**src/rtl/rtcc_pkg.sv**
```systemverilog
// ----------------------------------------------------------------------------
// rtcc_pkg
// Shared types, limits and the month length table for the time of day
// calendar counter.
// ----------------------------------------------------------------------------
`default_nettype none

package rtcc_pkg;

  // Item operation codes; the fourth code is unused and changes nothing
  typedef enum logic [1:0] {
    OP_TICK     = 2'd0,
    OP_SET_TIME = 2'd1,
    OP_SET_DATE = 2'd2
  } rtcc_op_e;

  // One input item as held in the input register
  typedef struct packed {
    rtcc_op_e    op;
    logic [4:0]  new_hours;
    logic [5:0]  new_minutes;
    logic [5:0]  new_seconds;
    logic [4:0]  new_day;
    logic [3:0]  new_month;
    logic [13:0] new_year;
  } rtcc_item_t;

  // Full time and date
  typedef struct packed {
    logic [5:0]  seconds;
    logic [5:0]  minutes;
    logic [4:0]  hours;
    logic [4:0]  day;
    logic [3:0]  month;
    logic [13:0] year;
  } rtcc_time_t;

  // Per-item result flags
  typedef struct packed {
    logic day_advanced;
    logic set_error;
  } rtcc_flags_t;

  // Field limits
  localparam logic [5:0]  SEC_MAX       = 6'd59;
  localparam logic [5:0]  MIN_MAX       = 6'd59;
  localparam logic [4:0]  HRS_MAX       = 5'd23;
  localparam logic [3:0]  MON_FIRST     = 4'd1;
  localparam logic [3:0]  MON_FEB       = 4'd2;
  localparam logic [3:0]  MON_MAX       = 4'd12;
  localparam logic [4:0]  DAY_FIRST     = 5'd1;
  localparam logic [4:0]  DAYS_FEB_LEAP = 5'd29;
  localparam logic [13:0] YEAR_MAX      = 14'd9999;

  // Divisibility by 25: y is a multiple of 25 exactly when (y * 25^-1 mod 2^14)
  // does not exceed floor((2^14 - 1) / 25)
  localparam logic [13:0] INV25_MOD14 = 14'd7209;
  localparam logic [13:0] DIV25_LIM   = 14'd655;

  // State after reset: 00:00:00, 1 January 2000
  localparam rtcc_time_t TIME_RESET = '{
    seconds: 6'd0,
    minutes: 6'd0,
    hours:   5'd0,
    day:     5'd1,
    month:   4'd1,
    year:    14'd2000
  };

  // Days per month in a common year, indexed by month; unused codes give 0
  localparam logic [4:0] MONTH_LEN [16] = '{
    5'd0,  5'd31, 5'd28, 5'd31, 5'd30, 5'd31, 5'd30, 5'd31,
    5'd31, 5'd30, 5'd31, 5'd30, 5'd31, 5'd0,  5'd0,  5'd0
  };

  function automatic logic [4:0] days_in_month(input logic [3:0] month,
                                               input logic       leap);
    logic [4:0] days;
    days = MONTH_LEN[month];
    if ((month == MON_FEB) && leap) begin
      days = DAYS_FEB_LEAP;
    end
    return days;
  endfunction

endpackage

`default_nettype wire

```
**src/rtl/rtcc_step.sv**
```systemverilog
// ----------------------------------------------------------------------------
// rtcc_step
// Next time and date for one item: tick with second to year carries, or a
// checked load of time or date. Purely combinational.
// ----------------------------------------------------------------------------
`default_nettype none

module rtcc_step (
  input  rtcc_pkg::rtcc_item_t  item_i,
  input  rtcc_pkg::rtcc_time_t  cur_i,
  output rtcc_pkg::rtcc_time_t  nxt_o,
  output rtcc_pkg::rtcc_flags_t flags_o
);
  import rtcc_pkg::*;

  logic        set_date;
  logic [13:0] year_chk;
  logic [3:0]  month_chk;
  logic [13:0] year_prod;
  logic        div4;
  logic        div16;
  logic        div25;
  logic        leap;
  logic [4:0]  month_days;
  logic        time_bad;
  logic        date_bad;

  // Leap check and month length are shared between tick and set date
  assign set_date  = (item_i.op == OP_SET_DATE);
  assign year_chk  = set_date ? item_i.new_year  : cur_i.year;
  assign month_chk = set_date ? item_i.new_month : cur_i.month;

  // only the low 14 bits of the product matter
  assign year_prod  = year_chk * INV25_MOD14;
  assign div4       = (year_chk[1:0] == 2'b00);
  assign div16      = (year_chk[3:0] == 4'b0000);
  assign div25      = (year_prod <= DIV25_LIM);
  // Century years are leap only when divisible by 400 (16 and 25)
  assign leap       = div4 && (!div25 || div16);
  assign month_days = days_in_month(month_chk, leap);

  // Validity of set requests
  assign time_bad = (item_i.new_hours > HRS_MAX) || (item_i.new_minutes > MIN_MAX) ||
                    (item_i.new_seconds > SEC_MAX);
  assign date_bad = (item_i.new_month < MON_FIRST) || (item_i.new_month > MON_MAX) ||
                    (item_i.new_year > YEAR_MAX) || (item_i.new_day < DAY_FIRST) ||
                    (item_i.new_day > month_days);

  // Next state
  always_comb begin
    nxt_o   = cur_i;
    flags_o = '0;
    unique case (item_i.op)
      OP_TICK: begin
        if (cur_i.seconds < SEC_MAX) begin
          nxt_o.seconds = cur_i.seconds + 6'd1;
        end else begin
          nxt_o.seconds = '0;
          if (cur_i.minutes < MIN_MAX) begin
            nxt_o.minutes = cur_i.minutes + 6'd1;
          end else begin
            nxt_o.minutes = '0;
            if (cur_i.hours < HRS_MAX) begin
              nxt_o.hours = cur_i.hours + 5'd1;
            end else begin
              // midnight: roll the date
              nxt_o.hours          = '0;
              flags_o.day_advanced = 1'b1;
              if (cur_i.day < month_days) begin
                nxt_o.day = cur_i.day + 5'd1;
              end else begin
                nxt_o.day = DAY_FIRST;
                if (cur_i.month < MON_MAX) begin
                  nxt_o.month = cur_i.month + 4'd1;
                end else begin
                  nxt_o.month = MON_FIRST;
                  // year saturates at the top
                  if (cur_i.year < YEAR_MAX) begin
                    nxt_o.year = cur_i.year + 14'd1;
                  end
                end
              end
            end
          end
        end
      end
      OP_SET_TIME: begin
        if (time_bad) begin
          flags_o.set_error = 1'b1;
        end else begin
          nxt_o.hours   = item_i.new_hours;
          nxt_o.minutes = item_i.new_minutes;
          nxt_o.seconds = item_i.new_seconds;
        end
      end
      OP_SET_DATE: begin
        if (date_bad) begin
          flags_o.set_error = 1'b1;
        end else begin
          nxt_o.day   = item_i.new_day;
          nxt_o.month = item_i.new_month;
          nxt_o.year  = item_i.new_year;
        end
      end
      default: begin
        // unused code: state held, no flags
        nxt_o   = cur_i;
        flags_o = '0;
      end
    endcase
  end

endmodule

`default_nettype wire

```
**src/rtl/time_of_day_calendar_counter.sv**
```systemverilog
// The input register takes an item at its transfer edge, and the result
// register takes its result from it whenever the result slot is free.
// Throughput: one item per cycle while out_ready_i holds; the whole update is
// one pass through the carry chain and a single 14-bit leap-year multiply.
// Reset: asynchronous, clears both valid flags and sets 00:00:00, 1 Jan 2000.
// ----------------------------------------------------------------------------
// time_of_day_calendar_counter
// Real-time clock and calendar driven by one-second ticks, with checked
// set-time and set-date requests. One result per item.
// ----------------------------------------------------------------------------
`default_nettype none

module time_of_day_calendar_counter (
  input  wire logic        clk_i,
  input  wire logic        rst_ni,
  // item channel
  input  wire logic        in_valid_i,
  output logic             in_ready_o,
  input  wire logic [1:0]  op_i,
  input  wire logic [4:0]  new_hours_i,
  input  wire logic [5:0]  new_minutes_i,
  input  wire logic [5:0]  new_seconds_i,
  input  wire logic [4:0]  new_day_i,
  input  wire logic [3:0]  new_month_i,
  input  wire logic [13:0] new_year_i,
  // result channel
  output logic             out_valid_o,
  input  wire logic        out_ready_i,
  output logic [5:0]       cur_seconds_o,
  output logic [5:0]       cur_minutes_o,
  output logic [4:0]       cur_hours_o,
  output logic [4:0]       cur_day_o,
  output logic [3:0]       cur_month_o,
  output logic [13:0]      cur_year_o,
  output logic             day_advanced_o,
  output logic             set_error_o
);
  import rtcc_pkg::*;

  rtcc_item_t  item_d, item_q;
  logic        in_valid_q;
  logic        in_xfer;
  logic        out_free;
  logic        step_en;
  rtcc_time_t  time_d, time_q;
  rtcc_flags_t flags_d, flags_q;
  logic        out_valid_q;

  // Handshake: the input stage moves on whenever the result slot is free
  assign out_free   = !out_valid_q || out_ready_i;
  assign step_en    = in_valid_q && out_free;
  assign in_ready_o = !in_valid_q || out_free;
  assign in_xfer    = in_valid_i && in_ready_o;

  // Input item capture
  always_comb begin
    item_d.op          = rtcc_op_e'(op_i);
    item_d.new_hours   = new_hours_i;
    item_d.new_minutes = new_minutes_i;
    item_d.new_seconds = new_seconds_i;
    item_d.new_day     = new_day_i;
    item_d.new_month   = new_month_i;
    item_d.new_year    = new_year_i;
  end

  always_ff @(posedge clk_i or negedge rst_ni) begin
    if (!rst_ni) begin
      in_valid_q <= 1'b0;
    end else if (in_ready_o) begin
      in_valid_q <= in_valid_i;
    end
  end

  always_ff @(posedge clk_i) begin
    if (in_xfer) begin
      item_q <= item_d;
    end
  end

  // Next time and date
  rtcc_step u_step (
    .item_i  (item_q),
    .cur_i   (time_q),
    .nxt_o   (time_d),
    .flags_o (flags_d)
  );

  // Time and date registers double as the result payload: they change only
  // when a new result is loaded
  always_ff @(posedge clk_i or negedge rst_ni) begin
    if (!rst_ni) begin
      time_q <= TIME_RESET;
    end else if (step_en) begin
      time_q <= time_d;
    end
  end

  // Result register
  always_ff @(posedge clk_i or negedge rst_ni) begin
    if (!rst_ni) begin
      out_valid_q <= 1'b0;
    end else if (out_free) begin
      out_valid_q <= in_valid_q;
    end
  end

  always_ff @(posedge clk_i) begin
    if (step_en) begin
      flags_q <= flags_d;
    end
  end

  assign out_valid_o    = out_valid_q;
  assign cur_seconds_o  = time_q.seconds;
  assign cur_minutes_o  = time_q.minutes;
  assign cur_hours_o    = time_q.hours;
  assign cur_day_o      = time_q.day;
  assign cur_month_o    = time_q.month;
  assign cur_year_o     = time_q.year;
  assign day_advanced_o = flags_q.day_advanced;
  assign set_error_o    = flags_q.set_error;

  // --------------------------------------------------------------------------
  // Assertions
  // --------------------------------------------------------------------------

  // An empty result slot never blocks the input
  a_no_false_stall: assert property (@(posedge clk_i) disable iff (!rst_ni)
    !out_valid_o |-> in_ready_o)
    else $error("input stalled with an empty result slot");

  // A midnight rollover leaves the time at 00:00:00
  a_rollover_midnight: assert property (@(posedge clk_i) disable iff (!rst_ni)
    (out_valid_o && day_advanced_o) |->
      (cur_hours_o == 5'd0 && cur_minutes_o == 6'd0 && cur_seconds_o == 6'd0))
    else $error("day advanced but time not at midnight");

  // A result never carries both flags: day_advanced comes only from a tick, set_error only from a set
  a_flags_exclusive: assert property (@(posedge clk_i) disable iff (!rst_ni)
    out_valid_o |-> !(day_advanced_o && set_error_o))
    else $error("day_advanced and set_error both set");

  // Time and date stay within their ranges
  a_fields_in_range: assert property (@(posedge clk_i) disable iff (!rst_ni)
    (cur_seconds_o <= SEC_MAX) && (cur_minutes_o <= MIN_MAX) &&
    (cur_hours_o <= HRS_MAX) && (cur_month_o >= MON_FIRST) &&
    (cur_month_o <= MON_MAX) && (cur_day_o >= DAY_FIRST) &&
    (cur_year_o <= YEAR_MAX))
    else $error("time or date field out of range");

endmodule

`default_nettype wire

```
**config.mk**
```make
export PLATFORM = sky130hd
export DESIGN_NAME = time_of_day_calendar_counter
export DESIGN_NICKNAME = d
export VERILOG_FILES = /design/src/rtl/rtcc_pkg.sv /design/src/rtl/rtcc_step.sv /design/src/rtl/time_of_day_calendar_counter.sv
export SDC_FILE = /design/constraint.sdc
export NUM_CORES = 1
export LEC_CHECK = 0
export BUFFER_PORTS_ARGS = -buffer_cell sky130_fd_sc_hd__buf_2
export CAP_MARGIN = 20
export CORE_AREA = 2 2 142 75
export CTS_BUF_LIST = sky130_fd_sc_hd__clkbuf_16
export DETAILED_ROUTE_END_ITERATION = 16
export DIE_AREA = 0 0 144 77
export PLACE_DENSITY = 0.82
export SYNTH_ARGS = -nofsm -noshare
export SYNTH_HDL_FRONTEND = slang
export SYNTH_SLANG_ARGS = --single-unit
```
**constraint.sdc**
```tcl
create_clock -name clk_i -period 13.05 [get_ports clk_i]
set_input_delay 0.6525 -clock clk_i [delete_from_list [all_inputs] [get_ports clk_i]]
set_output_delay 0.6525 -clock clk_i [all_outputs]
set_load 0.01 [all_outputs]
```
==> summary.txt <==
Floorplanning
  – Boundary pin count: 90
  – Die Y: 77 um
  – Starting density of the core: 0.5862
  – Core area: 9857 sq um
  – Die Wd: 144 um
  – FP Rows: 26
  – Die ar.: 11090 sq um

Power and ir drop
  – Sw Ratio: 0.4498
  – P_int: 0.9218 mW
  – P_sw: 0.7536 mW
  – Cell leakage power: 3.023 nW
  – Max VDD drop: 156.7 uV
  – Sequential cell fraction of total power: 0.258
  – Pwr/cell area: 251.4 nW/um^2
  – Comb power frac: 0.587
  – Clock share of power: 0.155
  – Total design power: 1.675 mW

Global route
  – First-pass GRT wire length: 24920 um
  – Pin count of the biggest net entering global routing: 43
  – Gr usage total: 0.2938
  – Vias in the first global route: 4661
  – Total global routing overflow: 0
  – Initial antenna violation count: 0

Place
  – Placed insts: 798
  – Post-Place Cell Area: 6339 sq um
  – Buffers on Ports: 89
  – Final GP Congestion: 0.9654
  – Hpwl dp: 11720 um

STA
  – Setup TNS: 0 ns
  – Unrepaired setup endpoints after global routing: no
  – Worst-margin pin slew: 1.060 ns
  – Final Hold Viols: 0
  – Tmin final: 8.572 ns
  – Max frequency: 116.7 MHz
  – Final setup violation count: 0
  – Relative slew margins: 0.2936
  – Clock skew: 0.008543 ns
  – Slew Limit Fails: 0
  – Period Utilization, post-route: 0.6568

Worst setup path
  – Worst Setup EP: cur_year_o[11]
  – Critical path peak fanout: 29
  – Setup slack, reg-to-reg: 4.48 ns
  – Required time worst endpoint: 13.28 ns
  – WP data arrival: 8.80 ns
  – Kind of critical path: flip-flop to flip-flop
  – Crit path launch: item_q[40]
  – Worst Setup End Kind: flip-flop
  – Type of origin of the critical path: flip-flop
  – Reg2reg start: item_q[40]
  – Reg2Reg Depth: 30
  – Most frequent CP cell: ha_1
  – Crit path largest cell delay: 0.63 ns
  – Critical Path Slowest Stage Cell: or4_4
  – Critical R2R Capture: cur_year_o[11]

Outcome
  – Status: completed

Clocking
  – Root buffer cell: clkbuf_16
  – Post-CTS Setup Inserts: 0
  – Clock Latency Late Sink: 0.34 ns
  – CTS tree: done
  – Cts bufs inserted: 9
  – Number of clock sinks: 86
  – Clk slew on worst S/H paths: 0.07 ns
  – Hold_buf cts: 0
  – CTS H-tree lvls: 3
  – Clk buf depth: 2
  – CTS-repair resized insts: 0

Worst hold path
  – Worst Hold Class: primary input to asynchronous set/reset pin

Route
  – Metal3 WL: 1966 um
  – DR WL/cell: 19.34 um
  – Routed WL: 15760 um
  – Post-route DRC: 0
  – Drt pass-1 iters: 5
  – Via density: 6.216
  – Via count: 5066
  – Met1 WL: 7318 um
  – Metal2 WL: 6316 um
  – Iteration-0 DRC Markers: 588
  – DRT antenna net count: 0
  – Max layer used: met4

Synth
  – Number of enable flip-flop cells after synthesis: 44
  – FF+latch count, synth: 86
  – Top FF cell, synth: edfxtp_1
  – Ys Warns: 0
  – Yosys cell types: 62
  – Post-Syn Nets: 692
  – Post-synthesis cell area: 5778 sq um
  – Synthesized instance count: 583
  – Async set or reset register ratio after synthesis: 0.4884
  – Sequential element share of the synthesized area: 0.4123
  – Syn Area/Cell: 9.911 sq um

Layout
  – Util after Layout: 0.6761
  – Ant diodes: 0
  – Most common cell after layout, fill and taps aside: buf_2
  – Area delta synth->final: 15.33%
  – Commonest non-fill, non-tap cells in the layout: 89 x buf_2, 66 x inv_1, 52 x ha_1, 44 x edfxtp_1, 42 x a21oi_1
  – Share of cells above drive strength 1: 0.2074
  – Finished Layout Cells: 815
  – Fill count: 745
  – Post-route design area: 6664 sq um
  – Nets@finish: 779

Flow run
  – Max-cap violations: 0
## Yosys cell counts, drive strengths merged (4+ instances only)
cell    count  area (sq um)
dfstp       8         210.2
ha         52         650.6
inv        68         255.3
and2        4         25.02
dfrtp      34         850.8
clkbuf     11         41.29
o211ai      5         37.54
or2         5         31.28
o21ai      32         160.2
edfxtp     44          1321
o221a       6         67.56
or3         5         31.28
xor2        5         43.79
a21oi      42         210.2
nand3      17         85.08
nand2b     10         62.56
nor3       14         70.07
mux2       13         146.4
and3       10         62.56
fa         11         220.2
xnor2       6         52.55
mux2i       9         90.09
o22ai      12         88.84
a31oi       9         56.30
buf         6         42.54
nor2       33         123.9
nand2      41         153.9
a22oi      12         90.09
nand4       6         37.54
## worst max-delay path, delay by kind of cell (launching register included)
family,cells,cell delay (ns)
buffers and inverters,6,0.96
AND/OR/NAND/NOR,3,0.97
AO/OA/AOI/OAI,12,3.09
flip-flops,1,0.39
adder cells (fa/ha/maj),8,2.62
XOR/XNOR,1,0.41
## sequential cells by signal (all words and copies together) (netlist names)
register        cells
cur_seconds_o       6
cur_year_o         14
cur_hours_o         5
day_advanced_o      1
item_q             42
cur_month_o         4
out_valid_o         1
cur_minutes_o       6
set_error_o         1
cur_day_o           5
in_valid_q          1
## layout make-up
cell class	instances	area, sq um	area share
multi-input combinational	411	3054	0.4583
sequential	86	2382	0.3575
timing repair buffer	93	495.5	0.07435
inverter	69	259.0	0.03887
clock buffer	9	225.2	0.03380
tap	140	175.2	0.02629
clock inverter	7	72.57	0.01089
## power groups by stage
stage	Combinational, mW	Sequential, mW	Clock, mW
after floorplan	0.684	0.425	0
after global placement	0.907	0.427	0
after detailed placement	0.944	0.431	0
after CTS	0.961	0.428	0.263
after global routing	1.10	0.439	0.276
final	0.983	0.433	0.260
## cells by family after synthesis
logic type / count (synthesis) / synth area share
AOI/OAI and AO/OA: 155 / 0.1767
and+or+nand+nor: 158 / 0.1356
adders and majority gates: 63 / 0.1507
DFF: 86 / 0.4123
xor gates and xnor gates: 13 / 0.02447
buffers and inverters: 86 / 0.05933
muxes: 22 / 0.04093
## metrics by stage
stage                     hold slack, ns  worst slack [ns]
after floorplan                   0.3569             5.679
after global placement            0.4673             4.856
after detailed placement          0.4987             4.620
after CTS                         0.4735             4.582
after global routing              0.3279             3.959
final                             0.2917             4.478
## worst min path at each step
stage / end / cells after the start
5_1_grt: cur_year_o[1] / 1
2_1_floorplan: cur_day_o[1] / 0
4_1_cts: item_q[19] / 1
3_3_place_gp: out_valid_o / 1
6_report: cur_year_o[12] / 1
3_5_place_dp: out_valid_o / 1
## layer usage
metal	vias up	global-route usage
met5	-	0
met4	0	0.05294
met3	29	0.07808
met2	346	0.3895
met1	2384	0.4781
li1	2307	-
Power figures use the tool's default switching activity.
